[config.mk]
export PLATFORM = sky130hd
export DESIGN_NAME = vad_cell
export DESIGN_NICKNAME = d
export VERILOG_FILES = /design/src/hdl/vad_pkg.sv /design/src/hdl/vad_cell.sv
export SDC_FILE = /design/constraint.sdc
export NUM_CORES = 1
export LEC_CHECK = 0
export BUFFER_PORTS_ARGS = -buffer_cell sky130_fd_sc_hd__buf_2
export CORE_MARGIN = 2
export CORE_UTILIZATION = 40
export CTS_CLUSTER_SIZE = 14
export DETAILED_ROUTE_END_ITERATION = 10
export PLACE_DENSITY = 0.69
export SLEW_MARGIN = 20
export SYNTH_ARGS = -nofsm -noshare
export SYNTH_HDL_FRONTEND = slang
export SYNTH_SLANG_ARGS = --single-unit
[constraint.sdc]
create_clock -name clk -period 3.38 [get_ports clk]
set_input_delay 0.676 -clock clk [delete_from_list [all_inputs] [get_ports clk]]
set_output_delay 0.676 -clock clk [all_outputs]
set_load 0.005 [all_outputs]
[src/hdl/vad_pkg.sv]
// Package for the vector angle block: widths, data types and the arctangent table.
// Used by every module of the block; depends on nothing else.
package vad_pkg;

	// Input coordinates and the output angle format.
	localparam int COORD_W    = 8;
	localparam int ANGLE_FRAC = 8;
	localparam int OUT_W      = 16;

	// Rotation engine: number of cells, prescale of the vector and fraction bits of z.
	localparam int STEPS       = 20;
	localparam int PRESCALE_SH = 20;
	localparam int Z_FRAC      = 16;
	localparam int ROUND_SH    = Z_FRAC - ANGLE_FRAC;

	// Derived widths. Dot and cross need one bit more than a product; the rotated
	// vector grows by the engine gain, which two extra bits cover.
	localparam int PROD_W = 2 * COORD_W;
	localparam int DOT_W  = PROD_W + 1;
	localparam int XY_W   = DOT_W + PRESCALE_SH + 2;
	localparam int Z_W    = Z_FRAC + 10;
	localparam int STEP_W = $clog2(STEPS);

	typedef logic signed [COORD_W-1:0] coord_t;
	typedef logic signed [PROD_W-1:0]  prod_t;
	typedef logic signed [DOT_W-1:0]   dot_t;
	typedef logic signed [XY_W-1:0]    xy_t;
	typedef logic signed [Z_W-1:0]     z_t;
	typedef logic [STEP_W-1:0]         step_t;
	typedef logic [OUT_W-1:0]          angle_t;

	// Angle constants in degrees with Z_FRAC fraction bits.
	localparam z_t Z_90       = z_t'(90 * (2 ** Z_FRAC));
	localparam z_t Z_180      = z_t'(180 * (2 ** Z_FRAC));
	localparam z_t ROUND_HALF = z_t'(2 ** (ROUND_SH - 1));

	// Data handed from one cell to the next. When hold_z is set the angle is
	// already known and the cells pass z through untouched.
	typedef struct packed {
		xy_t  x;
		xy_t  y;
		z_t   z;
		logic hold_z;
		logic degenerate;
	} vad_data_t;

	// atan(2^-step) in degrees, scaled by 2^16 and rounded to nearest.
	function automatic z_t atan_step(input step_t step);
		z_t r;
		case (step)
			step_t'(0):  r = z_t'(2949120);
			step_t'(1):  r = z_t'(1740967);
			step_t'(2):  r = z_t'(919879);
			step_t'(3):  r = z_t'(466945);
			step_t'(4):  r = z_t'(234379);
			step_t'(5):  r = z_t'(117304);
			step_t'(6):  r = z_t'(58666);
			step_t'(7):  r = z_t'(29335);
			step_t'(8):  r = z_t'(14668);
			step_t'(9):  r = z_t'(7334);
			step_t'(10): r = z_t'(3667);
			step_t'(11): r = z_t'(1833);
			step_t'(12): r = z_t'(917);
			step_t'(13): r = z_t'(458);
			step_t'(14): r = z_t'(229);
			step_t'(15): r = z_t'(115);
			step_t'(16): r = z_t'(57);
			step_t'(17): r = z_t'(29);
			step_t'(18): r = z_t'(14);
			step_t'(19): r = z_t'(7);
			default:     r = '0;
		endcase
		return r;
	endfunction

endpackage

[src/hdl/vad_cell.sv]
// One rotation cell of the vectoring chain: a single micro-rotation per item.
// Depends on vad_pkg for the data type and the arctangent table.
module vad_cell (
	input  logic               clk,
	input  logic               arst_n,
	input  vad_pkg::step_t     step,
	input  vad_pkg::vad_data_t din,
	input  logic               din_valid,
	output logic               din_ready,
	output vad_pkg::vad_data_t dout,
	output logic               dout_valid,
	input  logic               dout_ready
);

	logic               valid_q;
	vad_pkg::vad_data_t data_q;
	vad_pkg::vad_data_t nxt;
	vad_pkg::xy_t       xs;
	vad_pkg::xy_t       ys;

	assign din_ready = !valid_q || dout_ready;

	// Shifts round towards minus infinity; both updates use the old x and y.
	assign xs = din.x >>> step;
	assign ys = din.y >>> step;

	// Turn the vector towards the x axis and keep track of the angle turned.
	always_comb begin
		nxt = din;
		if (!din.hold_z) begin
			if (!din.y[vad_pkg::XY_W-1]) begin
				nxt.x = din.x + ys;
				nxt.y = din.y - xs;
				nxt.z = din.z + vad_pkg::atan_step(step);
			end else begin
				nxt.x = din.x - ys;
				nxt.y = din.y + xs;
				nxt.z = din.z - vad_pkg::atan_step(step);
			end
		end
	end

	always_ff @(posedge clk or negedge arst_n) begin
		if (!arst_n) begin
			valid_q <= 1'b0;
		end else if (din_ready) begin
			valid_q <= din_valid;
		end
	end

	always_ff @(posedge clk) begin
		if (din_valid && din_ready) begin
			data_q <= nxt;
		end
	end

	assign dout       = data_q;
	assign dout_valid = valid_q;

endmodule

# [Word level (Yosys, flattened, before mapping)]
# Memories as Yosys holds them, arrays and structs flattened.
# Index checks and enable logic that the tools add are counted.
[op_classes] shift=2 reduce_logical=3 add_sub_neg=6 n_mux=6
[ops] cell="$mux W104" n=2
[ops] cell="$mux W26" n=4
[ops] cell="$add A39 B39 Y39" n=2
[ops] cell="$sshr A39 B5 Y39" n=2
[ops] cell="$sub A39 B39 Y39" n=2
[ops] cell="$add A26 B26 Y26" n=1
[ops] cell="$sub A26 B26 Y26" n=1
[ops] cell="$logic_and A1 B1 Y1" n=1
[ops] cell="$logic_not A1 Y1" n=1
[ops] cell="$logic_or A1 B1 Y1" n=1
[word_totals] mem_bits_ro=1408 wordCells=25 input_bits=115 regBits=107 out_inout_bits=108 n_memories=2
[memory_table] name="(no name shown)" words=32 width=22 read_ports=1 rd_ports_with_merged_regs=0 wr=0 line="vad_pkg.sv:50" rtl="case (step)"
[memory_table] name="(no name shown)" words=32 width=22 read_ports=1 rd_ports_with_merged_regs=0 wr=0 line="vad_pkg.sv:50"

# [Logic depth before layout (Yosys ltp)]
# An unclocked memory read counts as a cell.
[logic_depth] ltp_word=6 mapped_depth=28 depth_no_buf=23

# [Worst setup path before layout]
# No wires, ideal clock.
[synth_path] path_kind="input to register" startpoint="input step[3]" endpoint="register data_q (netlist bit dout[64]) (data pin)" path_stages=27 path_buffers=7 required_time_ns=3.117 t_arrival_ns=6.536 slack_ns=-3.419 setup_ns=0.263 cell_sequence="buf_2 -> buf_2 -> buf_1 -> clkbuf_1 -> buf_2 -> buf_1 -> buf_1 -> a211oi_1 -> nor2_1 -> ha_1 -> inv_1 -> nor3_1 -> and2b_1 -> and2_1 -> and3_1 -> nor2_1 -> xnor2_1 -> ha_1 -> a21o_1 -> a21o_1 -> a21o_1 -> a21o_1 -> a41o_1 -> a211o_1 -> a2111oi_0 -> o211a_1 -> nor3_1"
[synth_lines] element="start, declared" line="vad_cell.sv:6" rtl="input vad_pkg::step_t step,"
[synth_lines] element="end signal, assigned" line="vad_cell.sv:53" rtl="data_q <= nxt;"
[synth_lines] element="end, declared" line="vad_cell.sv:16" rtl="vad_pkg::vad_data_t data_q;"

==> out/metrics.cfg <==
[critical_path]
critPathArrivalTime_ns=6.19
critPathLaunchType=input pin
cp_max_fo=7
slowest_stage=mux4_2
cpPeakStageDelay_ns=0.53
cp.buffers_inverters=4
cpMostUsedCell=a21o_1
cp_top_family=compound AO/OA/AOI/OAI gates
cp.required_ns=3.53
cp-end-kind=register
worstSetupPathType=in -> reg
crit_chain=buf_16 -> buf_4 -> buf_12 -> buf_8 -> mux4_2 -> mux4_2 -> a221oi_4 -> o21a_1 -> nand3_4 -> and2b_1 -> and2_1 -> and3_1 -> nor2_1 -> xnor2_1 -> ha_1 -> a21o_1 -> a21o_1 -> a21o_1 -> a21o_1 -> a41o_1 -> a211o_1 -> a2111oi_4 -> nor3_1 -> nand3b_1

[clocking]
cts_tree=done
cts_root_buf=clkbuf_16
h-tree-depth=3
clockBufferDepth=2
clock-sinks=107
clkTransAtPathRegs_ns=0.07
cts_buffers=9
insertion_delay_ns=0.42

[floorplan]
fp.coreArea_um2=42000
design.portCount=223
dieArea_um2=44300
dieHeight_um=210
num_rows=75
fp.dieW_um=210
start_util_pct=40.5

[sta]
fin_crit_ns=6.04
worstMarginPinSlew_ns=0.924
hold_viol=0
slew_headroom_pct=38.4
min_period_over_period_pct=179
finalSetupViolations=101
holdWs_ns=0.446
fin_ws_ns=-2.66
max_freq_mhz=166
rsz0062_at_grt=yes
fin_skew_ns=0.0148
fin_tns_setup_ns=-169.39
slew_viol_final=0

[logic_synthesis]
netlist_instances=1972
synth_ff_type=edfxtp_1
synth_seq_cells=107
syn_nets=2202
async_flop_share_pct=0.935
syn_area_per_cell_um2=8.64
synth_edf_count=106
yosys-top-cells-area=edfxtp_1, mux4_2, ha_1
ys_types=105
ys.warnings.count=0
yosysSeqAreaShare_pct=18.8
synth_top_area_share_pct=18.7
synth_area_um2=17000
yosys.area.top_type=edfxtp_1

[routing]
vias=21300
wl_per_cell_um=22.5
drt_first_iter_violations=1733
drt_pass1_iterations=6
vias_per_cell=5.93
wirelength_mm=80.5
antenna_left=0
remaining_drc_errors=0

[grt]
first_global_vias=20600
grtUsageMet2_pct=56.6
met3_usage_pct=4.16
antenna_found_initial=1
grt_pass1_wl_mm=116
grt_max_degree=107
grt.overflow.total=0
grt_use_total_pct=34.0
top_usage_layer=met2
met1_usage_pct=43.8

[min_path]
hold_path.class=in -> reg

[placement]
gp_congestion=0.999
port_buffers=222
dp.final_hpwl_mm=60.8

[status]
violations=setup timing
outcome=finished, violations left

[layout]
drive_gt1_share_pct=53.7
syn_to_final_growth_pct=66.9
n_fill_cell=3326
fin_nets=3269
final_core_util_pct=67.6

[power]
clkPwrFrac_pct=10.8
p_leak_nw=12.8
powerDensity_nw_per_um2=358
p_seq_share_pct=17.0
power.switching_w=0.00422
intPower_w=0.00595
p_sw_share_pct=41.5
p_comb_share_pct=72.2
ir_drop_mv=0.267

[flow_run]
timing.max_cap.violations=0

## per-stage QoR
stage	instances	cell area, um^2	setup WS, ns	total power, W
after floorplan	1972	17600	-2.72	0.00486
after global placement	3436	25100	-3.22	0.00748
after detailed placement	3436	25100	-3.30	0.00760
final	3584	28400	-2.66	0.0102
after CTS	3510	26900	-2.56	0.00930
after global routing	3583	28400	-2.82	0.0107
## worst reg2reg max path, stage by stage, from the launching register on
cell	delay, ns
dfrtp_1	0.40
nand2b_1	0.13
and2_4	0.17
buf_12	0.45
## cell usage after synthesis, types with 15 or more instances
cell type  instances
a211oi_1          21
a21o_1            55
a21oi_1          150
a22o_1            15
a31oi_1           29
and2_1            22
and3_1            22
buf_1             19
buf_2             27
clkbuf_1          56
edfxtp_1         106
ha_1             112
inv_1             50
mux2_2            34
mux2i_1           51
mux4_2            93
nand2_1          218
nand2b_1          28
nand3_1           40
nor2_1           135
nor2b_1           17
nor3_1            41
o21a_1            29
o21ai_0          156
o22ai_1           16
o31ai_1           20
or3_1             18
xnor2_1           83
xor2_1            67
## flip-flops by register name, summed over array words and instances (netlist names)
| register | cells |
|---|---|
| dout | 106 |
| dout_valid | 1 |
## cell families (layout without fill, tap and decap cells)
kind of cell             count (synthesis)  after routing  synth area share (%)
AO/OA/AOI/OAI                          636            636                  24.6
XOR/XNOR                               150            150                  7.71
adder cells (fa/ha/maj)                115            115                  8.58
buffers and inverters                  166           1238                  4.38
flip-flops                             107            107                  18.8
multiplexers                           184            184                  18.1
other                                    0              1                     0
AND/OR/NAND/NOR                        614            614                  17.8
## worst paths after layout
path	cells past startpoint	endpoint	startpoint	slack, ns
min reg2reg	2	dout_valid	dout_valid	0.59
min	1	dout[0]	din[0]	0.45
max reg2reg	3	dout[59]	dout_valid	1.77
min in group asynchronous	2	dout_valid	arst_n	0.55
max in group asynchronous	2	dout_valid	arst_n	2.75
max	24	dout[62]	step[1]	-2.66
## cell usage in the layout, fill, tap and decap left out, drive strengths merged, types with 11 or more instances in the layout
master and n:
a21oi 150, mux4 95, nor3 44, nor2 135, or3 18, inv 54
o21ai 159, o31ai 20, o22ai 16, o211ai 14, nand4 12, clkbuf 12
mux2 37, a31oi 30, and3 22, a22o 15, o21a 29, xnor2 83
o21bai 12, nor3b 11, nand3 42, ha 112, buf 1165, nand2 218
a211oi 24, xor2 67, edfxtp 106, nor2b 17, a21o 55, nand2b 29
and2 24, mux2i 52
## what timing repair did
item                       CTS  global route
buffers inserted            58            72
gates resized for setup    242           229
hold buffers                 1             0
hold endpoints to repair     1             0
cloned                       3             3
setup endpoints to repair  101           101
pin swaps                  142           156
## layer usage
metal / share of wire [%] / vias to the layer above / wire length (um)
met2: 47 / 990 / 37900
met3: 6.9 / 230 / 5570
met1: 41 / 10300 / 32700
met5: 0 / - / 0
li1: - / 9718 / -
met4: 5.4 / 0 / 4340
## power by group through the flow
| stage | combinational, W | sequential [W] | clock [W] |
|---|---|---|---|
| 6_report | 0.00734 | 0.00173 | 0.00110 |
| 5_1_grt | 0.00777 | 0.00174 | 0.00115 |
| 4_1_cts | 0.00645 | 0.00173 | 0.00112 |
| 3_5_place_dp | 0.00585 | 0.00175 | 0 |
| 3_3_place_gp | 0.00573 | 0.00175 | 0 |
| 2_1_floorplan | 0.00308 | 0.00178 | 0 |
## cell type report
| cell class | instances | area (um^2) | share of cell area (%) |
|---|---|---|---|
| clock inverters | 6 | 48.8 | 0.172 |
| clock buffers | 10 | 229 | 0.805 |
| multi-input cells | 1699 | 15100 | 53.1 |
| repair inverters | 1 | 20.0 | 0.0704 |
| diodes | 1 | 2.50 | 0.00880 |
| repair buffers | 1168 | 8920 | 31.4 |
| inverters | 53 | 233 | 0.818 |
| well taps | 539 | 674 | 2.37 |
| flip-flops and latches | 107 | 3210 | 11.3 |
Note: power is estimated with default switching activity, not from simulation.
