==> src/hdl/vad_pkg.sv <==
// Package for the vector angle block: widths, data types and the arctangent table.
// Used by every module of the block; depends on nothing else.
package vad_pkg;

	// Input coordinates and the output angle format.
	localparam int COORD_W    = 8;
	localparam int ANGLE_FRAC = 8;
	localparam int OUT_W      = 16;

	// Rotation engine: number of cells, prescale of the vector and fraction bits of z.
	localparam int STEPS       = 20;
	localparam int PRESCALE_SH = 20;
	localparam int Z_FRAC      = 16;
	localparam int ROUND_SH    = Z_FRAC - ANGLE_FRAC;

	// Derived widths. Dot and cross need one bit more than a product; the rotated
	// vector grows by the engine gain, which two extra bits cover.
	localparam int PROD_W = 2 * COORD_W;
	localparam int DOT_W  = PROD_W + 1;
	localparam int XY_W   = DOT_W + PRESCALE_SH + 2;
	localparam int Z_W    = Z_FRAC + 10;
	localparam int STEP_W = $clog2(STEPS);

	typedef logic signed [COORD_W-1:0] coord_t;
	typedef logic signed [PROD_W-1:0]  prod_t;
	typedef logic signed [DOT_W-1:0]   dot_t;
	typedef logic signed [XY_W-1:0]    xy_t;
	typedef logic signed [Z_W-1:0]     z_t;
	typedef logic [STEP_W-1:0]         step_t;
	typedef logic [OUT_W-1:0]          angle_t;

	// Angle constants in degrees with Z_FRAC fraction bits.
	localparam z_t Z_90       = z_t'(90 * (2 ** Z_FRAC));
	localparam z_t Z_180      = z_t'(180 * (2 ** Z_FRAC));
	localparam z_t ROUND_HALF = z_t'(2 ** (ROUND_SH - 1));

	// Data handed from one cell to the next. When hold_z is set the angle is
	// already known and the cells pass z through untouched.
	typedef struct packed {
		xy_t  x;
		xy_t  y;
		z_t   z;
		logic hold_z;
		logic degenerate;
	} vad_data_t;

	// atan(2^-step) in degrees, scaled by 2^16 and rounded to nearest.
	function automatic z_t atan_step(input step_t step);
		z_t r;
		case (step)
			step_t'(0):  r = z_t'(2949120);
			step_t'(1):  r = z_t'(1740967);
			step_t'(2):  r = z_t'(919879);
			step_t'(3):  r = z_t'(466945);
			step_t'(4):  r = z_t'(234379);
			step_t'(5):  r = z_t'(117304);
			step_t'(6):  r = z_t'(58666);
			step_t'(7):  r = z_t'(29335);
			step_t'(8):  r = z_t'(14668);
			step_t'(9):  r = z_t'(7334);
			step_t'(10): r = z_t'(3667);
			step_t'(11): r = z_t'(1833);
			step_t'(12): r = z_t'(917);
			step_t'(13): r = z_t'(458);
			step_t'(14): r = z_t'(229);
			step_t'(15): r = z_t'(115);
			step_t'(16): r = z_t'(57);
			step_t'(17): r = z_t'(29);
			step_t'(18): r = z_t'(14);
			step_t'(19): r = z_t'(7);
			default:     r = '0;
		endcase
		return r;
	endfunction

endpackage

==> src/hdl/vad_back.sv <==
// Output stage of the vector angle block: clamp, round and the result register.
// Depends on vad_pkg.
module vad_back (
	input  logic               clk,
	input  logic               arst_n,
	input  vad_pkg::vad_data_t din,
	input  logic               din_valid,
	output logic               din_ready,
	output logic               angle_valid,
	input  logic               angle_ready,
	output vad_pkg::angle_t    angle_degrees_q8,
	output logic               degenerate
);

	logic                                      valid_q;
	vad_pkg::angle_t                           angle_q;
	logic                                      degenerate_q;
	vad_pkg::z_t                               zc;
	vad_pkg::z_t                               zr;
	logic [vad_pkg::Z_W+vad_pkg::OUT_W-1:0]    wide;

	assign din_ready = !valid_q || angle_ready;

	// Clamp to the range 0 to 180 degrees, then round half up to the output format.
	always_comb begin
		if (din.z[vad_pkg::Z_W-1]) begin
			zc = '0;
		end else if (din.z > vad_pkg::Z_180) begin
			zc = vad_pkg::Z_180;
		end else begin
			zc = din.z;
		end
		zr   = zc + vad_pkg::ROUND_HALF;
		wide = {{vad_pkg::OUT_W{1'b0}}, zr} >> vad_pkg::ROUND_SH;
	end

	always_ff @(posedge clk or negedge arst_n) begin
		if (!arst_n) begin
			valid_q <= 1'b0;
		end else if (din_ready) begin
			valid_q <= din_valid;
		end
	end

	always_ff @(posedge clk) begin
		if (din_valid && din_ready) begin
			angle_q      <= wide[vad_pkg::OUT_W-1:0];
			degenerate_q <= din.degenerate;
		end
	end

	assign angle_valid      = valid_q;
	assign angle_degrees_q8 = angle_q;
	assign degenerate       = degenerate_q;

endmodule

==> config.mk <==
export PLATFORM = sky130hd
export DESIGN_NAME = vad_back
export DESIGN_NICKNAME = d
export VERILOG_FILES = /design/src/hdl/vad_pkg.sv /design/src/hdl/vad_back.sv
export SDC_FILE = /design/constraint.sdc
export NUM_CORES = 1
export LEC_CHECK = 0
export ABC_CLOCK_PERIOD_IN_PS = 1400
export BUFFER_PORTS_ARGS = -buffer_cell sky130_fd_sc_hd__buf_2
export CAP_MARGIN = 40
export CELL_PAD_IN_SITES_DETAIL_PLACEMENT = 0
export CELL_PAD_IN_SITES_GLOBAL_PLACEMENT = 1
export CORE_ASPECT_RATIO = 1.5
export CORE_MARGIN = 3
export CORE_UTILIZATION = 18
export CTS_CLUSTER_SIZE = 24
export DETAILED_ROUTE_END_ITERATION = 10
export GPL_TIMING_DRIVEN = 0
export PLACE_DENSITY_LB_ADDON = 0.1
export SLEW_MARGIN = 30
export SYNTH_ARGS = -nofsm -noshare
export SYNTH_HDL_FRONTEND = slang
export SYNTH_SLANG_ARGS = --single-unit
==> constraint.sdc <==
create_clock -name clk -period 1.4 [get_ports clk]
set_clock_uncertainty 0.1 [all_clocks]
set_input_delay 0.21 -clock clk [delete_from_list [all_inputs] [get_ports clk]]
set_output_delay 0.21 -clock clk [all_outputs]
set_load 0.01 [all_outputs]
# Word level (Yosys, flattened, before mapping)
# Cells that the tools add are included.
[classes] addsub=1 multipliers=0 div_mod_pow=0 n_lt_le_gt_ge=1 n_eq_ne=0 shifts=0 n_mux=2 n_bitwise=0 reduce_logical=3
[ops] op="2-to-1 mux 24 bit" n=2
[ops] op="> comparator 26 x 25 -> 1 bit (second input constant)" n=1
[ops] op="adder 24 x 9 -> 24 bit (second input constant)" n=1
[ops] op="logical AND 1 bit" n=1
[ops] op="zero test 1 bit" n=1
[ops] op="logical OR 1 bit" n=1
[word_totals] reg_bits=18 latchBits=0 mem_bits_rw=0 romBits=0 input_bits=110 out_inout_bits=19 word_cells=10 mem_count=0

# Longest topological paths before layout
[logic_depth] depth_word=4 ltp_mapped=6

# Worst setup path before layout
# No wires, ideal clock.
[synth_path] path_kind="in2reg" startpoint="in din[15] in the netlist's numbering" endpoint="reg angle_q[14] (netlist: angle_degrees_q8[14]) (data pin)" setup_time_ns=0.167 t_arrival_ns=1.500 t_required_ns=1.133 setup_slack_ns=-0.367 stages=5 path_buffers=1 cell_sequence="clkbuf_1 nand4_1 or4_1 or3_1 a211oi_1"
[synth_between] elab_chain_len=4
[synth_rtl] item="start: declaration" line_no="vad_back.sv:6" text="input vad_pkg::vad_data_t din,"
[synth_rtl] item="> comparator 26 x 25 -> 1 bit" line_no="vad_back.sv:28" text="end else if (din.z > vad_pkg::Z_180) begin"
[synth_rtl] item="2-to-1 mux 24 bit (*)" line_no="vad_back.sv:28"
[synth_rtl] item="2-to-1 mux 24 bit (*)" line_no="vad_back.sv:26" text="if (din.z[vad_pkg::Z_W-1]) begin"
[synth_rtl] item="adder 24 x 9 -> 24 bit (*)" line_no="vad_back.sv:33" text="zr = zc + vad_pkg::ROUND_HALF;"
[synth_rtl] item="via zr[22]" line_no="vad_back.sv:19" text="vad_pkg::z_t zr;"
[synth_rtl] item="end signal: assignment" line_no="vad_back.sv:47" text="angle_q <= wide[vad_pkg::OUT_W-1:0];"
[synth_rtl] item="end: declaration" line_no="vad_back.sv:16" text="vad_pkg::angle_t angle_q;"
# The timed path passes the listed nets; every way through them passes the cells marked *.
# A chain may end at the register's enable or synchronous reset.

# Worst setup path after layout
[layout_path] startpoint="in din[14] in the netlist's numbering" endpoint="reg angle_q[14] (netlist: angle_degrees_q8[14]) (data pin)"
# The elaborated chain is that of the path after synthesis.

==> flow_summary.yaml <==
yosys:
  synth.net_count: 209
  synth_cell_type_count: 24
  synth.top_cells.by_area: "edfxtp_1, xnor2_1, nor3_1"
  post-synth-top-area-cell: "edfxtp_1"
  syn_area_um2: 1027
  seq_area_frac_synth: 0.5213
  synth-seq-cells: 18
  ys.warnings.count: 0
  synth_area_per_cell_um2: 10.38
  syn-instance-count: 99
  yosys.area.top_type_share: 0.4970
clock_tree:
  cts_tree: "done"
  clock_buffers_created_by_tritoncts: 3
  clock-root-buffer: "clkbuf_8"
  clock_insertion_delay_worst_skew_ns: 0.24
  numClockSinks: 18
  cts.reportedPaths.clkPinSlew_ns: 0.06
  clk_path_buf_depth: 2
  h-tree-depth: 1
pwr:
  vdd_ir_drop_max_mv: 0.2440
  power_density_nw_per_um2: 703.9
  p_leak_nw: 0.7055
die:
  placement_rows: 33
  io_count: 129
  die_area_um2: 6668
  core_region_area_um2: 5492
  initial_utilization: 0.1871
  fp.dieH_um: 98.52
  width_of_the_chip_um: 67.68
final_layout:
  finalNetCount: 279
  fraction_of_final_layout_cells_sized_beyond_drive_strength_1: 0.6071
  layout-area-overhead-vs-synth_pct: 84.04
  utilization: 0.3443
  antennaDiodeCount: 0
setup_path:
  largest_driver_fanout_on_the_critical_path: 3
  r2r_start: "angle_valid$_DFFE_PN0N_"
  cpPeakStageDelay_ns: 0.53
  worstReg2RegEnd: "angle_degrees_q8[4]$_DFFE_PP_"
  critical_path.startpoint_type: "input pin"
  crit_chain: "buf_2 > nand2_4 > or4_4 > or3_4 > a211oi_2"
  cpLargestDelayFamily: "simple AND/OR/NAND/NOR gates"
  crit_required_ns: 1.38
  regToRegSetupSlack_ns: 0.20
  cp_data_arrival_time_ns: 1.56
  timing.critical_path.to_type: "flip-flop"
  path_buf_inv: 1
  critical-path-slowest-cell: "or4_4"
  critical_path_class: "in2reg"
  rr_worst_depth: 2
detailed_routing:
  drt_wl_total_um: 3190
  routedWlPerCell_um: 13.40
  vias_per_cell: 4.361
  route.vias.total: 1038
  drt_pre_antenna_iters: 4
  initial_drc_count: 39
  postRouteAntennaNets: 0
  drt_drc_violations_left: 0
global_route:
  grt_pass1_vias: 1032
  grt_remaining_overflow: 0
  grt_antenna_before_repair: 0
  grt_start_max_net_pins: 18
  grt_usage: 0.09166
  grt_pass1_wl_um: 4692
sta:
  rsz_0062_raised_after_global_routing: "yes"
  max_clock_freq_mhz: 634.4
  min_tclk_post_route_ns: 1.576
  fin_tns_setup_ns: -0.7223
  worst_pin_slew_ns: 0.5579
  worst_slew_margin_rel: 0.6280
  report.final.slew_viol_count: 0
  finalHoldViolations: 0
  final.period_utilization: 1.126
  post-route-worst-setup-slack_ns: -0.1764
  finalSetupViolCount: 14
place:
  port-buffer-count: 47
  dpl.hpwl_um: 2414
  place.gp.congestion: 0.8098
flow_run:
  cap_violations: 0
run_status:
  outcome: "finished with violations"
  violations: "setup timing"
worst_hold_path:
  holdCritPathClass: "in2reg"
  hold_path_startpoint: "din[0]"
  worstHoldEndpoint: "degenerate$_DFFE_PP_"
  holdPathStages: 1
cells in the mapped netlist (all sizes together):
library cell  count
nand2b            2
inv               3
nor2              3
nand2             4
nor3             13
a21oi             4
and2              2
o21a              1
xnor2            12
or3               1
o211a             1
clkbuf            5
nor4b             2
o21ai             1
nand3             5
nand4             5
xor2              2
a211oi            2
or4               1
dfrtp             1
edfxtp           17
o22a              1
o22ai             1
nor4             10
worst max-delay path by stage:
stage / from / to / slack, ns / cells after the start
finish: din[14] / angle_degrees_q8[14]$_DFFE_PP_ / -0.18 / 5
global route: din[19] / angle_degrees_q8[14]$_DFFE_PP_ / -0.21 / 5
CTS: din[15] / angle_degrees_q8[14]$_DFFE_PP_ / -0.18 / 5
detailed placement: din[11] / angle_degrees_q8[14]$_DFFE_PP_ / -0.63 / 5
global placement: din[11] / angle_degrees_q8[14]$_DFFE_PP_ / -0.57 / 5
floorplan: din[12] / angle_degrees_q8[14]$_DFFE_PP_ / -0.27 / 4
placed cells by master, fill, tap and decap left out, types with 2 or more instances in the layout:
cell type	n
a21oi_1	4
buf_2	39
buf_4	17
buf_6	2
buf_8	7
clkbuf_1	2
clkbuf_16	2
clkbuf_8	4
edfxtp_1	17
inv_1	3
nand2_1	3
nand2b_1	2
nand3_1	4
nand4_1	5
nor2_1	2
nor3_2	13
nor4_1	3
nor4_2	3
nor4_4	4
nor4b_2	2
xnor2_1	11
xor2_1	2
where the power goes:
part	internal [mW]	total (mW)	switching, mW
clock	0.201	0.357	0.156
sequential	0.624	0.631	0.00692
combinational	0.164	0.342	0.178
per-layer routing:
| metal | global-route usage | part of all wire |
|---|---|---|
| met5 | 0 | 0 |
| met4 | 0.04688 | 0.022 |
| met3 | 0.01368 | 0.057 |
| met2 | 0.1523 | 0.51 |
| met1 | 0.1110 | 0.41 |
worst register-to-register path, cell delays in order, from the launching register on:
cell      delay (ns)
dfrtp_1         0.38
nand2b_1        0.11
and2_4          0.30
sequential cells by signal, summed over array words and instances (netlist names):
register,count
angle_valid,1
angle_degrees_q8,16
degenerate,1
final cells by class:
cell class / instances / area, µm²
clock buffer: 4 / 45.04
multi-input combinational: 73 / 683.2
buffer: 5 / 82.58
fill: 592 / 3601
timing repair buffer: 65 / 445.4
sequential: 18 / 535.5
tap: 70 / 87.58
inverter: 3 / 11.26
stage by stage:
step	cell area (µm²)	worst slack (ns)	hold WS, ns	std cells	total power, mW
3_3_place_gp	1456	-0.5721	-0.1155	216	0.8939
6_report	1891	-0.1764	0.03723	238	1.331
5_1_grt	1891	-0.2059	0.03068	238	1.399
4_1_cts	1715	-0.1755	0.03274	227	1.310
3_5_place_dp	1456	-0.6288	-0.1133	216	0.8974
2_1_floorplan	1134	-0.2655	-0.1856	99	0.7753
what timing repair did:
| item | 4_1_cts | 5_1_grt |
|---|---|---|
| pin swaps | 12 | 11 |
| endpoints found under the hold margin | 1 | 0 |
| buffers inserted | 6 | 11 |
| gates resized for setup | 31 | 23 |
| gates cloned | 0 | 0 |
| hold buffers | 1 | 0 |
| setup endpoints to repair | 14 | 32 |
logic make-up after synthesis:
| logic type | count (synthesis) | share of synthesized area |
|---|---|---|
| flip-flops | 18 | 0.5213 |
| XOR/XNOR | 14 | 0.1194 |
| AO/OA/AOI/OAI | 11 | 0.07065 |
| buffers and inverters | 8 | 0.02923 |
| AND/OR/NAND/NOR | 48 | 0.2594 |
Power figures use the tool's default switching activity.
