<file path="config.mk">
export PLATFORM = sky130hd
export DESIGN_NAME = vad_front
export DESIGN_NICKNAME = d
export VERILOG_FILES = /design/src/hdl/vad_pkg.sv /design/src/hdl/vad_front.sv
export SDC_FILE = /design/constraint.sdc
export NUM_CORES = 1
export LEC_CHECK = 0
export BUFFER_PORTS_ARGS = -buffer_cell sky130_fd_sc_hd__buf_2
export CORE_AREA = 2 2 187 189
export CTS_BUF_LIST = sky130_fd_sc_hd__clkbuf_16
export CTS_CLUSTER_DIAMETER = 120
export DETAILED_ROUTE_END_ITERATION = 16
export DIE_AREA = 0 0 189 191
export HOLD_SLACK_MARGIN = 0.1
export PLACE_DENSITY = 0.68
export REMOVE_ABC_BUFFERS = 1
export SYNTH_ARGS = -nofsm -noshare
export SYNTH_HDL_FRONTEND = slang
export SYNTH_SLANG_ARGS = --single-unit
</file>
<file path="constraint.sdc">
create_clock -name clk -period 7 [get_ports clk]
set_input_delay 0.35 -clock clk [delete_from_list [all_inputs] [get_ports clk]]
set_output_delay 0.35 -clock clk [all_outputs]
set_load 0.1 [all_outputs]
</file>
<file path="src/hdl/vad_pkg.sv">
// Package for the vector angle block: widths, data types and the arctangent table.
// Used by every module of the block; depends on nothing else.
package vad_pkg;

	// Input coordinates and the output angle format.
	localparam int COORD_W    = 8;
	localparam int ANGLE_FRAC = 8;
	localparam int OUT_W      = 16;

	// Rotation engine: number of cells, prescale of the vector and fraction bits of z.
	localparam int STEPS       = 20;
	localparam int PRESCALE_SH = 20;
	localparam int Z_FRAC      = 16;
	localparam int ROUND_SH    = Z_FRAC - ANGLE_FRAC;

	// Derived widths. Dot and cross need one bit more than a product; the rotated
	// vector grows by the engine gain, which two extra bits cover.
	localparam int PROD_W = 2 * COORD_W;
	localparam int DOT_W  = PROD_W + 1;
	localparam int XY_W   = DOT_W + PRESCALE_SH + 2;
	localparam int Z_W    = Z_FRAC + 10;
	localparam int STEP_W = $clog2(STEPS);

	typedef logic signed [COORD_W-1:0] coord_t;
	typedef logic signed [PROD_W-1:0]  prod_t;
	typedef logic signed [DOT_W-1:0]   dot_t;
	typedef logic signed [XY_W-1:0]    xy_t;
	typedef logic signed [Z_W-1:0]     z_t;
	typedef logic [STEP_W-1:0]         step_t;
	typedef logic [OUT_W-1:0]          angle_t;

	// Angle constants in degrees with Z_FRAC fraction bits.
	localparam z_t Z_90       = z_t'(90 * (2 ** Z_FRAC));
	localparam z_t Z_180      = z_t'(180 * (2 ** Z_FRAC));
	localparam z_t ROUND_HALF = z_t'(2 ** (ROUND_SH - 1));

	// Data handed from one cell to the next. When hold_z is set the angle is
	// already known and the cells pass z through untouched.
	typedef struct packed {
		xy_t  x;
		xy_t  y;
		z_t   z;
		logic hold_z;
		logic degenerate;
	} vad_data_t;

	// atan(2^-step) in degrees, scaled by 2^16 and rounded to nearest.
	function automatic z_t atan_step(input step_t step);
		z_t r;
		case (step)
			step_t'(0):  r = z_t'(2949120);
			step_t'(1):  r = z_t'(1740967);
			step_t'(2):  r = z_t'(919879);
			step_t'(3):  r = z_t'(466945);
			step_t'(4):  r = z_t'(234379);
			step_t'(5):  r = z_t'(117304);
			step_t'(6):  r = z_t'(58666);
			step_t'(7):  r = z_t'(29335);
			step_t'(8):  r = z_t'(14668);
			step_t'(9):  r = z_t'(7334);
			step_t'(10): r = z_t'(3667);
			step_t'(11): r = z_t'(1833);
			step_t'(12): r = z_t'(917);
			step_t'(13): r = z_t'(458);
			step_t'(14): r = z_t'(229);
			step_t'(15): r = z_t'(115);
			step_t'(16): r = z_t'(57);
			step_t'(17): r = z_t'(29);
			step_t'(18): r = z_t'(14);
			step_t'(19): r = z_t'(7);
			default:     r = '0;
		endcase
		return r;
	endfunction

endpackage

</file>
<file path="src/hdl/vad_front.sv">
// Front end of the vector angle block: products, dot and cross, special cases
// and the starting vector for the rotation cells. Depends on vad_pkg.
module vad_front (
	input  logic               clk,
	input  logic               arst_n,
	input  logic               vec_valid,
	output logic               vec_ready,
	input  vad_pkg::coord_t    first_x,
	input  vad_pkg::coord_t    first_y,
	input  vad_pkg::coord_t    second_x,
	input  vad_pkg::coord_t    second_y,
	output vad_pkg::vad_data_t dout,
	output logic               dout_valid,
	input  logic               dout_ready
);

	logic               valid_s1;
	logic               valid_s2;
	logic               ready_s1;
	logic               ready_s2;
	vad_pkg::prod_t     pxx_s1;
	vad_pkg::prod_t     pyy_s1;
	vad_pkg::prod_t     pxy_s1;
	vad_pkg::prod_t     pyx_s1;
	logic               deg_s1;
	vad_pkg::vad_data_t data_s2;
	vad_pkg::dot_t      dot;
	vad_pkg::dot_t      cross_val;
	vad_pkg::dot_t      cross_abs;
	vad_pkg::dot_t      x0;
	vad_pkg::dot_t      y0;
	vad_pkg::vad_data_t start;

	// Each stage moves on when the stage after it is empty or moving too.
	assign ready_s2  = !valid_s2 || dout_ready;
	assign ready_s1  = !valid_s1 || ready_s2;
	assign vec_ready = ready_s1;

	always_ff @(posedge clk or negedge arst_n) begin
		if (!arst_n) begin
			valid_s1 <= 1'b0;
			valid_s2 <= 1'b0;
		end else begin
			if (ready_s1) begin
				valid_s1 <= vec_valid;
			end
			if (ready_s2) begin
				valid_s2 <= valid_s1;
			end
		end
	end

	// Stage 1: the four products and the zero-vector check.
	always_ff @(posedge clk) begin
		if (vec_valid && ready_s1) begin
			pxx_s1 <= first_x * second_x;
			pyy_s1 <= first_y * second_y;
			pxy_s1 <= first_x * second_y;
			pyx_s1 <= first_y * second_x;
			deg_s1 <= ((first_x == '0) && (first_y == '0)) ||
				((second_x == '0) && (second_y == '0));
		end
	end

	// Dot and absolute cross product.
	assign dot       = vad_pkg::dot_t'(pxx_s1) + vad_pkg::dot_t'(pyy_s1);
	assign cross_val = vad_pkg::dot_t'(pxy_s1) - vad_pkg::dot_t'(pyx_s1);
	assign cross_abs = cross_val[vad_pkg::DOT_W-1] ? -cross_val : cross_val;

	// Starting vector: an obtuse pair is first turned by a right angle so that
	// the cells only ever have to cover the first quadrant.
	always_comb begin
		start = '0;
		if (dot[vad_pkg::DOT_W-1]) begin
			x0 = cross_abs;
			y0 = -dot;
			start.z = vad_pkg::Z_90;
		end else begin
			x0 = dot;
			y0 = cross_abs;
			start.z = '0;
		end
		start.x = vad_pkg::xy_t'(x0) <<< vad_pkg::PRESCALE_SH;
		start.y = vad_pkg::xy_t'(y0) <<< vad_pkg::PRESCALE_SH;
		start.degenerate = deg_s1;
		// Cases with an exact answer bypass the rotation.
		if (deg_s1) begin
			start.hold_z = 1'b1;
			start.z = '0;
		end else if (cross_val == '0) begin
			start.hold_z = 1'b1;
			start.z = (dot > 0) ? '0 : vad_pkg::Z_180;
		end else if (dot == '0) begin
			start.hold_z = 1'b1;
			start.z = vad_pkg::Z_90;
		end
	end

	// Stage 2 register feeds the first cell.
	always_ff @(posedge clk) begin
		if (valid_s1 && ready_s2) begin
			data_s2 <= start;
		end
	end

	assign dout       = data_s2;
	assign dout_valid = valid_s2;

endmodule

</file>
# Word level (Yosys, flattened, before mapping)
# Index checks and enable logic that the tools add are counted.
[op_classes] addsub=4 reduce_logical=16 bitwise_logic=0 n_eq_ne=0 div_mod_pow=0 multipliers=4 mux=7 shift=0 n_lt_le_gt_ge=1
[ops] operator="multiplier 8 x 8 -> 16 bit" n=4
[ops] operator="2-to-1 mux 27 bit" n=2
[ops] operator="2-to-1 mux 17 bit" n=3
[ops] operator="zero test 17 bit" n=2
[ops] operator="negation 17 bit" n=2
[ops] operator="zero test 8 bit" n=4
[ops] operator="2-to-1 mux 24 bit" n=1
[ops] operator="2-to-1 mux 23 bit" n=1
[ops] operator="adder 16 x 16 -> 17 bit" n=1
[ops] operator="> comparator 17 x 1 -> 1 bit (second input constant)" n=1
[ops] operator="subtractor 16 x 16 -> 17 bit" n=1
[ops] operator="logical AND 1 bit" n=4
[ops] operator="logical OR 1 bit" n=3
[ops] operator="zero test 1 bit" n=2
[ops] operator="OR reduction 2 bit" n=1
[totals] rom_bits=0 latch_bits=0 word_cells=44 input_bits=36 mem_bits_rw=0 regBits=129 mem_count=0 output_inout_bits=108

# Logic depth before layout (Yosys ltp)
# Gate-level depths: netlist of the first run.
[logic_depth] ltp_word=4 mapped_depth=19 ltp_nobuf=18

# Worst setup path after synthesis of the first run
# Ideal clock, no wire load.
[synth_path] kind="in2reg" start="input first_x[7]" end="register pxy_s1[14] (data pin)" setup_slack_ns=2.389 arrival_time_ns=4.416 path_stages=15 setup_time_ns=0.195 cell_sequence="clkbuf_1 -> clkbuf_1 -> nand2_1 -> fa_1 -> inv_1 -> fa_1 -> inv_1 -> fa_1 -> fa_1 -> inv_1 -> ha_1 -> inv_1 -> or4_1 -> o311a_1 -> o311ai_0"
[synth_between] elab_chain_len=1
[synth_lines] element="start: declaration" line_no="vad_front.sv:8" rtl="input vad_pkg::coord_t first_x,"
[synth_lines] element="multiplier 8 x 8 -> 16 bit" line_no="vad_front.sv:58" rtl="pxy_s1 <= first_x * second_y;"
[synth_lines] element="end signal: assignment" line_no="vad_front.sv:58"
[synth_lines] element="end: declaration" line_no="vad_front.sv:23" rtl="vad_pkg::prod_t pxy_s1;"
# No other way between the ends.
# A chain may end at the register's enable or synchronous reset.

# Final worst setup path of the first run
[layout_path] start="input first_y[5]" end="register pyx_s1[12] (data pin)"
[layout_between] elab_chain_len=1
[layout_lines] element="start: declaration" line_no="vad_front.sv:9" rtl="input vad_pkg::coord_t first_y,"
[layout_lines] element="multiplier 8 x 8 -> 16 bit" line_no="vad_front.sv:59" rtl="pyx_s1 <= first_y * second_x;"
[layout_lines] element="end signal: assignment" line_no="vad_front.sv:59"
[layout_lines] element="end: declaration" line_no="vad_front.sv:24" rtl="vad_pkg::prod_t pyx_s1;"
# No other way between the ends.

==> results.sh, run 1 <==
export IMPL_grt_usage=0.204
export IMPL_synthArstFlopShare=0.0189
export IMPL_cap_violations=0
export IMPL_cp_max_fo=17
export IMPL_synth_distinct_cells=84
export IMPL_final_area_mm2=0.0178
export IMPL_max_slew_margin=0.415
export IMPL_fill_cells=3152
export IMPL_grt_max_degree=66
export IMPL_critPathCaptureType="flop"
export IMPL_worstSkewPairLatency_ns=0.37
export IMPL_drive_above_1_share=0.0751
export IMPL_num_nets_final=2255
export IMPL_synth_top_cell_area_share=0.263
export IMPL_synth_cells=1803
export IMPL_first_pass_iters=7
export IMPL_reg2reg_depth=12
export IMPL_dieHeight_um=191
export IMPL_grt_pass1_wl_um=59000
export IMPL_finalClockSkew_ns=0.0187
export IMPL_setup_violations=0
export IMPL_port_buffer_count=84
export IMPL_synth_enable_flop_cells=104
export IMPL_cts_buffers_inserted=9
export IMPL_cp_start_kind="primary input"
export IMPL_path_class="in -> reg"
export IMPL_cts_tree="yes"
export IMPL_worstReg2RegStart="pxy_s1[0]"
export IMPL_drt_total_wl_um=34700
export IMPL_holdCritStartpoint="vec_valid"
export IMPL_required_ns=7.14
export IMPL_initial_core_util=0.495
export IMPL_synth_ff_type="edfxtp_1"
export IMPL_tightest_slew_ns=0.878
export IMPL_hold_class="in -> reg"
export IMPL_finalHoldViolCount=0
export IMPL_rows=68
export IMPL_dieArea_mm2=0.0361
export IMPL_root_buffer="clkbuf_16"
export IMPL_r2r_end="dout[61]"
export IMPL_yosys_warnings=0
export IMPL_dp_hpwl_um=28000
export IMPL_via_per_inst=5.14
export IMPL_drt_iter0_drc=652
export IMPL_hold_depth=2
export IMPL_core_area_mm2=0.0341
export IMPL_grt_pass1_vias=11900
export IMPL_crit_arrival_ns=4.86
export IMPL_dpl_cell_area_mm2=0.0175
export IMPL_die_w_um=189
export IMPL_post_route_period_util=0.674
export IMPL_yosys_top_cells_area="fa_1 (26%), edfxtp_1 (18%), ha_1 (11%)"
export IMPL_drc_errors=0
export IMPL_io_pins=144
export IMPL_syn_to_final_growth_pct=5.42
export IMPL_htree_num_levels=3
export IMPL_detail_route_wl_per_cell_um=15.0
export IMPL_whs_endpoint="valid_s1"
export IMPL_ff2ff_setup_slack_ns=3.43
export IMPL_maxSlewViolCount=0
export IMPL_antenna_found_initial=1
export IMPL_avgSynthCellArea_um2=9.36
export IMPL_synth_top_area_cell="fa_1"
export IMPL_status="completed"
export IMPL_clock_path_buffers=2
export IMPL_min_period_ns=4.72
export IMPL_gp_congestion=0.855
export IMPL_mappedNetlistArea_mm2=0.0169
export IMPL_yosysMostFrequentCell="inv_1"
export IMPL_yosysSeqAreaShare=0.188
export IMPL_max_freq_mhz=212
export IMPL_clkTransAtPathRegs_ns=0.09
export IMPL_grt_setup_unrepaired="false"
export IMPL_clock_sinks=106
export IMPL_fin_util=0.522
export IMPL_via_count=11900
export IMPL_synth_common_cells="inv_1 (363), fa_1 (222), and2_1 (172)"
export IMPL_ys_ff_latch=106
export IMPL_grt_overflow_total=0
export IMPL_cts_resized=0
export IMPL_setup_tns_ns=0
export IMPL_ant_nets=0
## logic make-up after synthesis
family | share of synthesized area
xor+xnor | 0.0502
fa+ha+maj | 0.374
simple gates | 0.168
compound gates | 0.0893
buf+inv | 0.121
other cells | 0.000222
flops | 0.188
mux | 0.00845
## layout make-up
| type | count | area, µm² | share of cell area |
|---|---|---|---|
| clock buffer | 9 | 225 | 0.0127 |
| sequential | 106 | 3170 | 0.178 |
| antenna | 1 | 2.50 | 0.000141 |
| tap | 455 | 569 | 0.0320 |
| multi-input combinational | 1278 | 11900 | 0.668 |
| inverter | 363 | 1360 | 0.0766 |
| timing repair buffer | 89 | 460 | 0.0259 |
| clock inverter | 7 | 109 | 0.00612 |
## worst max-delay path, cell delays in order
cell and delay, ns:
buf_2 0.22, and2_1 0.23, fa_1 0.53, inv_1 0.06, fa_1 0.53, inv_1 0.05
fa_1 0.47, inv_1 0.05, fa_1 0.47, inv_1 0.04, ha_1 0.32, o21ai_0 0.13
a21boi_0 0.25, o21ai_0 0.16, a21boi_0 0.35, o21ai_0 0.18, nand2_1 0.12, xor2_1 0.35
## repair_timing
| action | CTS | global route |
|---|---|---|
| hold buffers | 1 | 0 |
| buffers inserted | 0 | 0 |
| setup endpoints to repair | 0 | 0 |
| endpoints found under the hold margin | 2 | 0 |
## metrics by stage
step | hold slack [ns] | std cells | setup WS [ns]
after CTS | 0.196 | 2307 | 2.27
after global placement | 0.135 | 2290 | 2.11
after global routing | 0.203 | 2308 | 1.94
after floorplan | 0.0544 | 1747 | 2.70
after detailed placement | 0.138 | 2290 | 1.90
final | 0.205 | 2308 | 2.28
## per-layer routing
| layer | vias up | global-route usage | part of all wire |
|---|---|---|---|
| met5 | - | 0 | 0 |
| met1 | 5794 | 0.282 | 0.46 |
| met4 | 0 | 0.0475 | 0.018 |
| li1 | 5726 | - | - |
| met2 | 303 | 0.346 | 0.47 |
| met3 | 30 | 0.0206 | 0.047 |
## layout by cell type, fill, tap and decap left out, types with 20 or more instances in the layout
cell / Yosys / layout
nor2b_1: 26 / 26
nor2_1: 79 / 79
o21ai_0: 40 / 40
buf_2: 4 / 84
nand2_1: 116 / 116
fa_1: 222 / 222
ha_1: 150 / 150
xnor2_1: 78 / 78
a21oi_1: 57 / 57
nand3_1: 20 / 20
inv_1: 363 / 364
nand2b_1: 23 / 23
and2_1: 172 / 171
conb_1: 1 / 59
edfxtp_1: 104 / 104
## sequential cells by signal (all words and copies together), names as in the netlist
register    count
pxx_s1         16
pyx_s1         16
dout_valid      1
valid_s1        1
pxy_s1         16
deg_s1          1
dout           39
pyy_s1         16
## worst max-delay path by stage
| stage | startpoint | slack, ns | endpoint | cells past startpoint |
|---|---|---|---|---|
| after detailed placement | first_y[5] | 1.90 | pyx_s1[12] | 18 |
| after CTS | first_y[5] | 2.27 | pyx_s1[12] | 18 |
| final | first_y[5] | 2.28 | pyx_s1[12] | 18 |
| after floorplan | second_x[2] | 2.70 | pxx_s1[14] | 17 |
| after global placement | first_y[5] | 2.11 | pyx_s1[12] | 18 |
| after global routing | first_x[5] | 1.94 | pxx_s1[14] | 18 |
Power of run 1 is not shown: default switching activity piles up to over one toggle a cycle in this logic, so the estimate is an artifact.
==> run 2, diff against run 1 <==
--- a/config.mk
+++ b/config.mk
@@ -12,7 +12,7 @@
 export DETAILED_ROUTE_END_ITERATION = 16
 export DIE_AREA = 0 0 189 191
 export HOLD_SLACK_MARGIN = 0.1
-export PLACE_DENSITY = 0.68
+export PLACE_DENSITY = 0.71
 export REMOVE_ABC_BUFFERS = 1
 export SYNTH_ARGS = -nofsm -noshare
 export SYNTH_HDL_FRONTEND = slang
==> constraint.sdc (replaced) <==
create_clock -name clk -period 3.9 [get_ports clk]
set_input_delay 0.195 -clock clk [delete_from_list [all_inputs] [get_ports clk]]
set_output_delay 0.195 -clock clk [all_outputs]
set_load 0.1 [all_outputs]
==> run 2 against run 1 <==
  * The run now ends with setup timing left
  * Non-clock buffer count increased by 246
  * Register-to-register slack got worse by 3.1 ns
  * Count of clock-buffer cells in the layout unchanged
  * Setup slack got worse by 2.4 ns
  * Die area unchanged
  * Via count increased by 9.6%
  * Flip-flop and latch count unchanged
  * Critical path depth increased by 1
  * Worst hold slack got worse by 0.072 ns
  * Clock skew decreased by 0.0063 ns
  * Global-route usage increased by 3.4 points
  * Sequential share of layout area decreased by 2.6 points
==> results.sh, run 2 (same netlist as run 1, synthesis figures left out) <==
export IMPL_dieHeight_um=191
export IMPL_final_cell_mix="inv_1 (328), buf_4 (226), fa_1 (207)"
export IMPL_first_pass_iters=5
export IMPL_final_common_cell="inv_1"
export IMPL_via_count=13000
export IMPL_regArea_mm2=0.00317
export IMPL_cts_tree="yes"
export IMPL_htree_num_levels=3
export IMPL_hold_class="in -> reg"
export IMPL_dp_hpwl_um=34800
export IMPL_cts_buffers_inserted=9
export IMPL_reg2reg_depth=12
export IMPL_largest_reg_flops=39
export IMPL_finalClockSkew_ns=0.0124
export IMPL_critPathCaptureType="flop"
export IMPL_clock_path_buffers=2
export IMPL_clkTransAtPathRegs_ns=0.07
export IMPL_cp_max_fo=4
export IMPL_status="finished with violations"
export IMPL_tightest_slew_ns=0.663
export IMPL_dp_slack_ns=-0.772
export IMPL_setup_violations=6
export IMPL_diodes=0
export IMPL_min_period_ns=4.00
export IMPL_maxSlewViolCount=0
export IMPL_max_freq_mhz=250
export IMPL_post_route_period_util=1.02
export IMPL_via_per_inst=5.09
export IMPL_r2r_end="dout[98]"
export IMPL_clock_sinks=106
export IMPL_violations="setup timing"
export IMPL_worstReg2RegStart="pxy_s1[0]"
export IMPL_crit_start="second_x[4]"
export IMPL_syn_to_final_growth_pct=23.3
export IMPL_dieArea_mm2=0.0361
export IMPL_critPathCapture="pyx_s1[13]"
export IMPL_rows=68
export IMPL_ant_nets=0
export IMPL_grt_pass1_wl_um=67500
export IMPL_multi_input_comb_area_mm2=0.0127
export IMPL_fin_ws_ns=-0.0970
export IMPL_detail_route_wl_per_cell_um=16.8
export IMPL_grt_overflow_total=0
export IMPL_grt_max_degree=40
export IMPL_cap_violations=0
export IMPL_antenna_found_initial=0
export IMPL_num_nets_final=2501
export IMPL_hold_depth=3
export IMPL_max_slew_margin=0.558
export IMPL_worstSkewPairLatency_ns=0.35
export IMPL_root_buffer="clkbuf_16"
export IMPL_initial_core_util=0.495
export IMPL_drt_total_wl_um=42800
export IMPL_finalHoldViolCount=0
export IMPL_cp_start_kind="primary input"
export IMPL_worst_hold_slack_ns=0.133
export IMPL_final_area_mm2=0.0208
export IMPL_drive_above_1_share=0.270
export IMPL_gp_congestion=0.956
export IMPL_grt_setup_unrepaired="true"
export IMPL_ff2ff_setup_slack_ns=0.30
export IMPL_io_pins=144
export IMPL_port_buffer_count=84
export IMPL_fill_cells=2840
export IMPL_die_w_um=189
export IMPL_core_area_mm2=0.0341
export IMPL_grt_usage=0.238
export IMPL_crit_arrival_ns=4.10
export IMPL_path_class="in -> reg"
export IMPL_drt_iter0_drc=683
export IMPL_required_ns=4.00
export IMPL_drc_errors=0
export IMPL_grt_pass1_vias=13200
export IMPL_dpl_cell_area_mm2=0.0191
run 2: stage by stage:
| stage | setup TNS [ns] | std cells | utilization |
|---|---|---|---|
| floorplan | -7.39 | 1747 | - |
| global placement | -12.21 | 2492 | 0.560 |
| detailed placement | -15.01 | 2492 | 0.560 |
| CTS | -0.0574 | 2538 | 0.590 |
| global route | -1.81 | 2552 | 0.610 |
| finish | -0.282 | 2552 | 0.610 |
run 2: cell type report:
| class | instances | area share |
|---|---|---|
| clock inverters | 6 | 0.00210 |
| clock buffers | 9 | 0.0108 |
| inverters | 363 | 0.0656 |
| multi-input cells | 1278 | 0.611 |
| repair buffers | 335 | 0.130 |
| well taps | 455 | 0.0274 |
| flip-flops and latches | 106 | 0.152 |
run 2: worst max-delay path, stage by stage:
cell and delay (ns):
buf_8 0.11, and2_4 0.15, fa_1 0.54, inv_2 0.05, fa_1 0.51, inv_2 0.04, fa_1 0.51, inv_1 0.06
fa_1 0.54, inv_2 0.06, ha_4 0.24, buf_6 0.12, inv_2 0.05, o21ai_2 0.07, a21oi_2 0.24, o21ai_2 0.09
a41oi_2 0.26, nor2b_4 0.19, xnor2_1 0.07
run 2: worst min-delay path by stage:
stage / to / start
6_report: dout_valid / dout_ready
5_1_grt: dout_valid / dout_ready
4_1_cts: dout_valid / dout_ready
3_5_place_dp: dout_valid / arst_n
3_3_place_gp: dout_valid / arst_n
2_1_floorplan: dout_valid / arst_n
run 2: repair_timing:
action	4_1_cts	5_1_grt
hold buffers	2	0
setup buffers	29	14
cloned	1	1
pin swaps	58	89
hold endpoints to repair	3	0
endpoints found under the setup margin	23	27
gates resized for setup	146	159
run 2: metal layers:
layer / up-vias / share of wire / track usage / wire (µm)
li1: 6216 / - / - / -
met1: 6371 / 0.42 / 0.300 / 18000
met2: 331 / 0.51 / 0.432 / 21700
met3: 72 / 0.041 / 0.0224 / 1760
met4: 0 / 0.031 / 0.0724 / 1340
met5: - / 0 / 0 / 0
Power of run 2 is left out for the same reason.
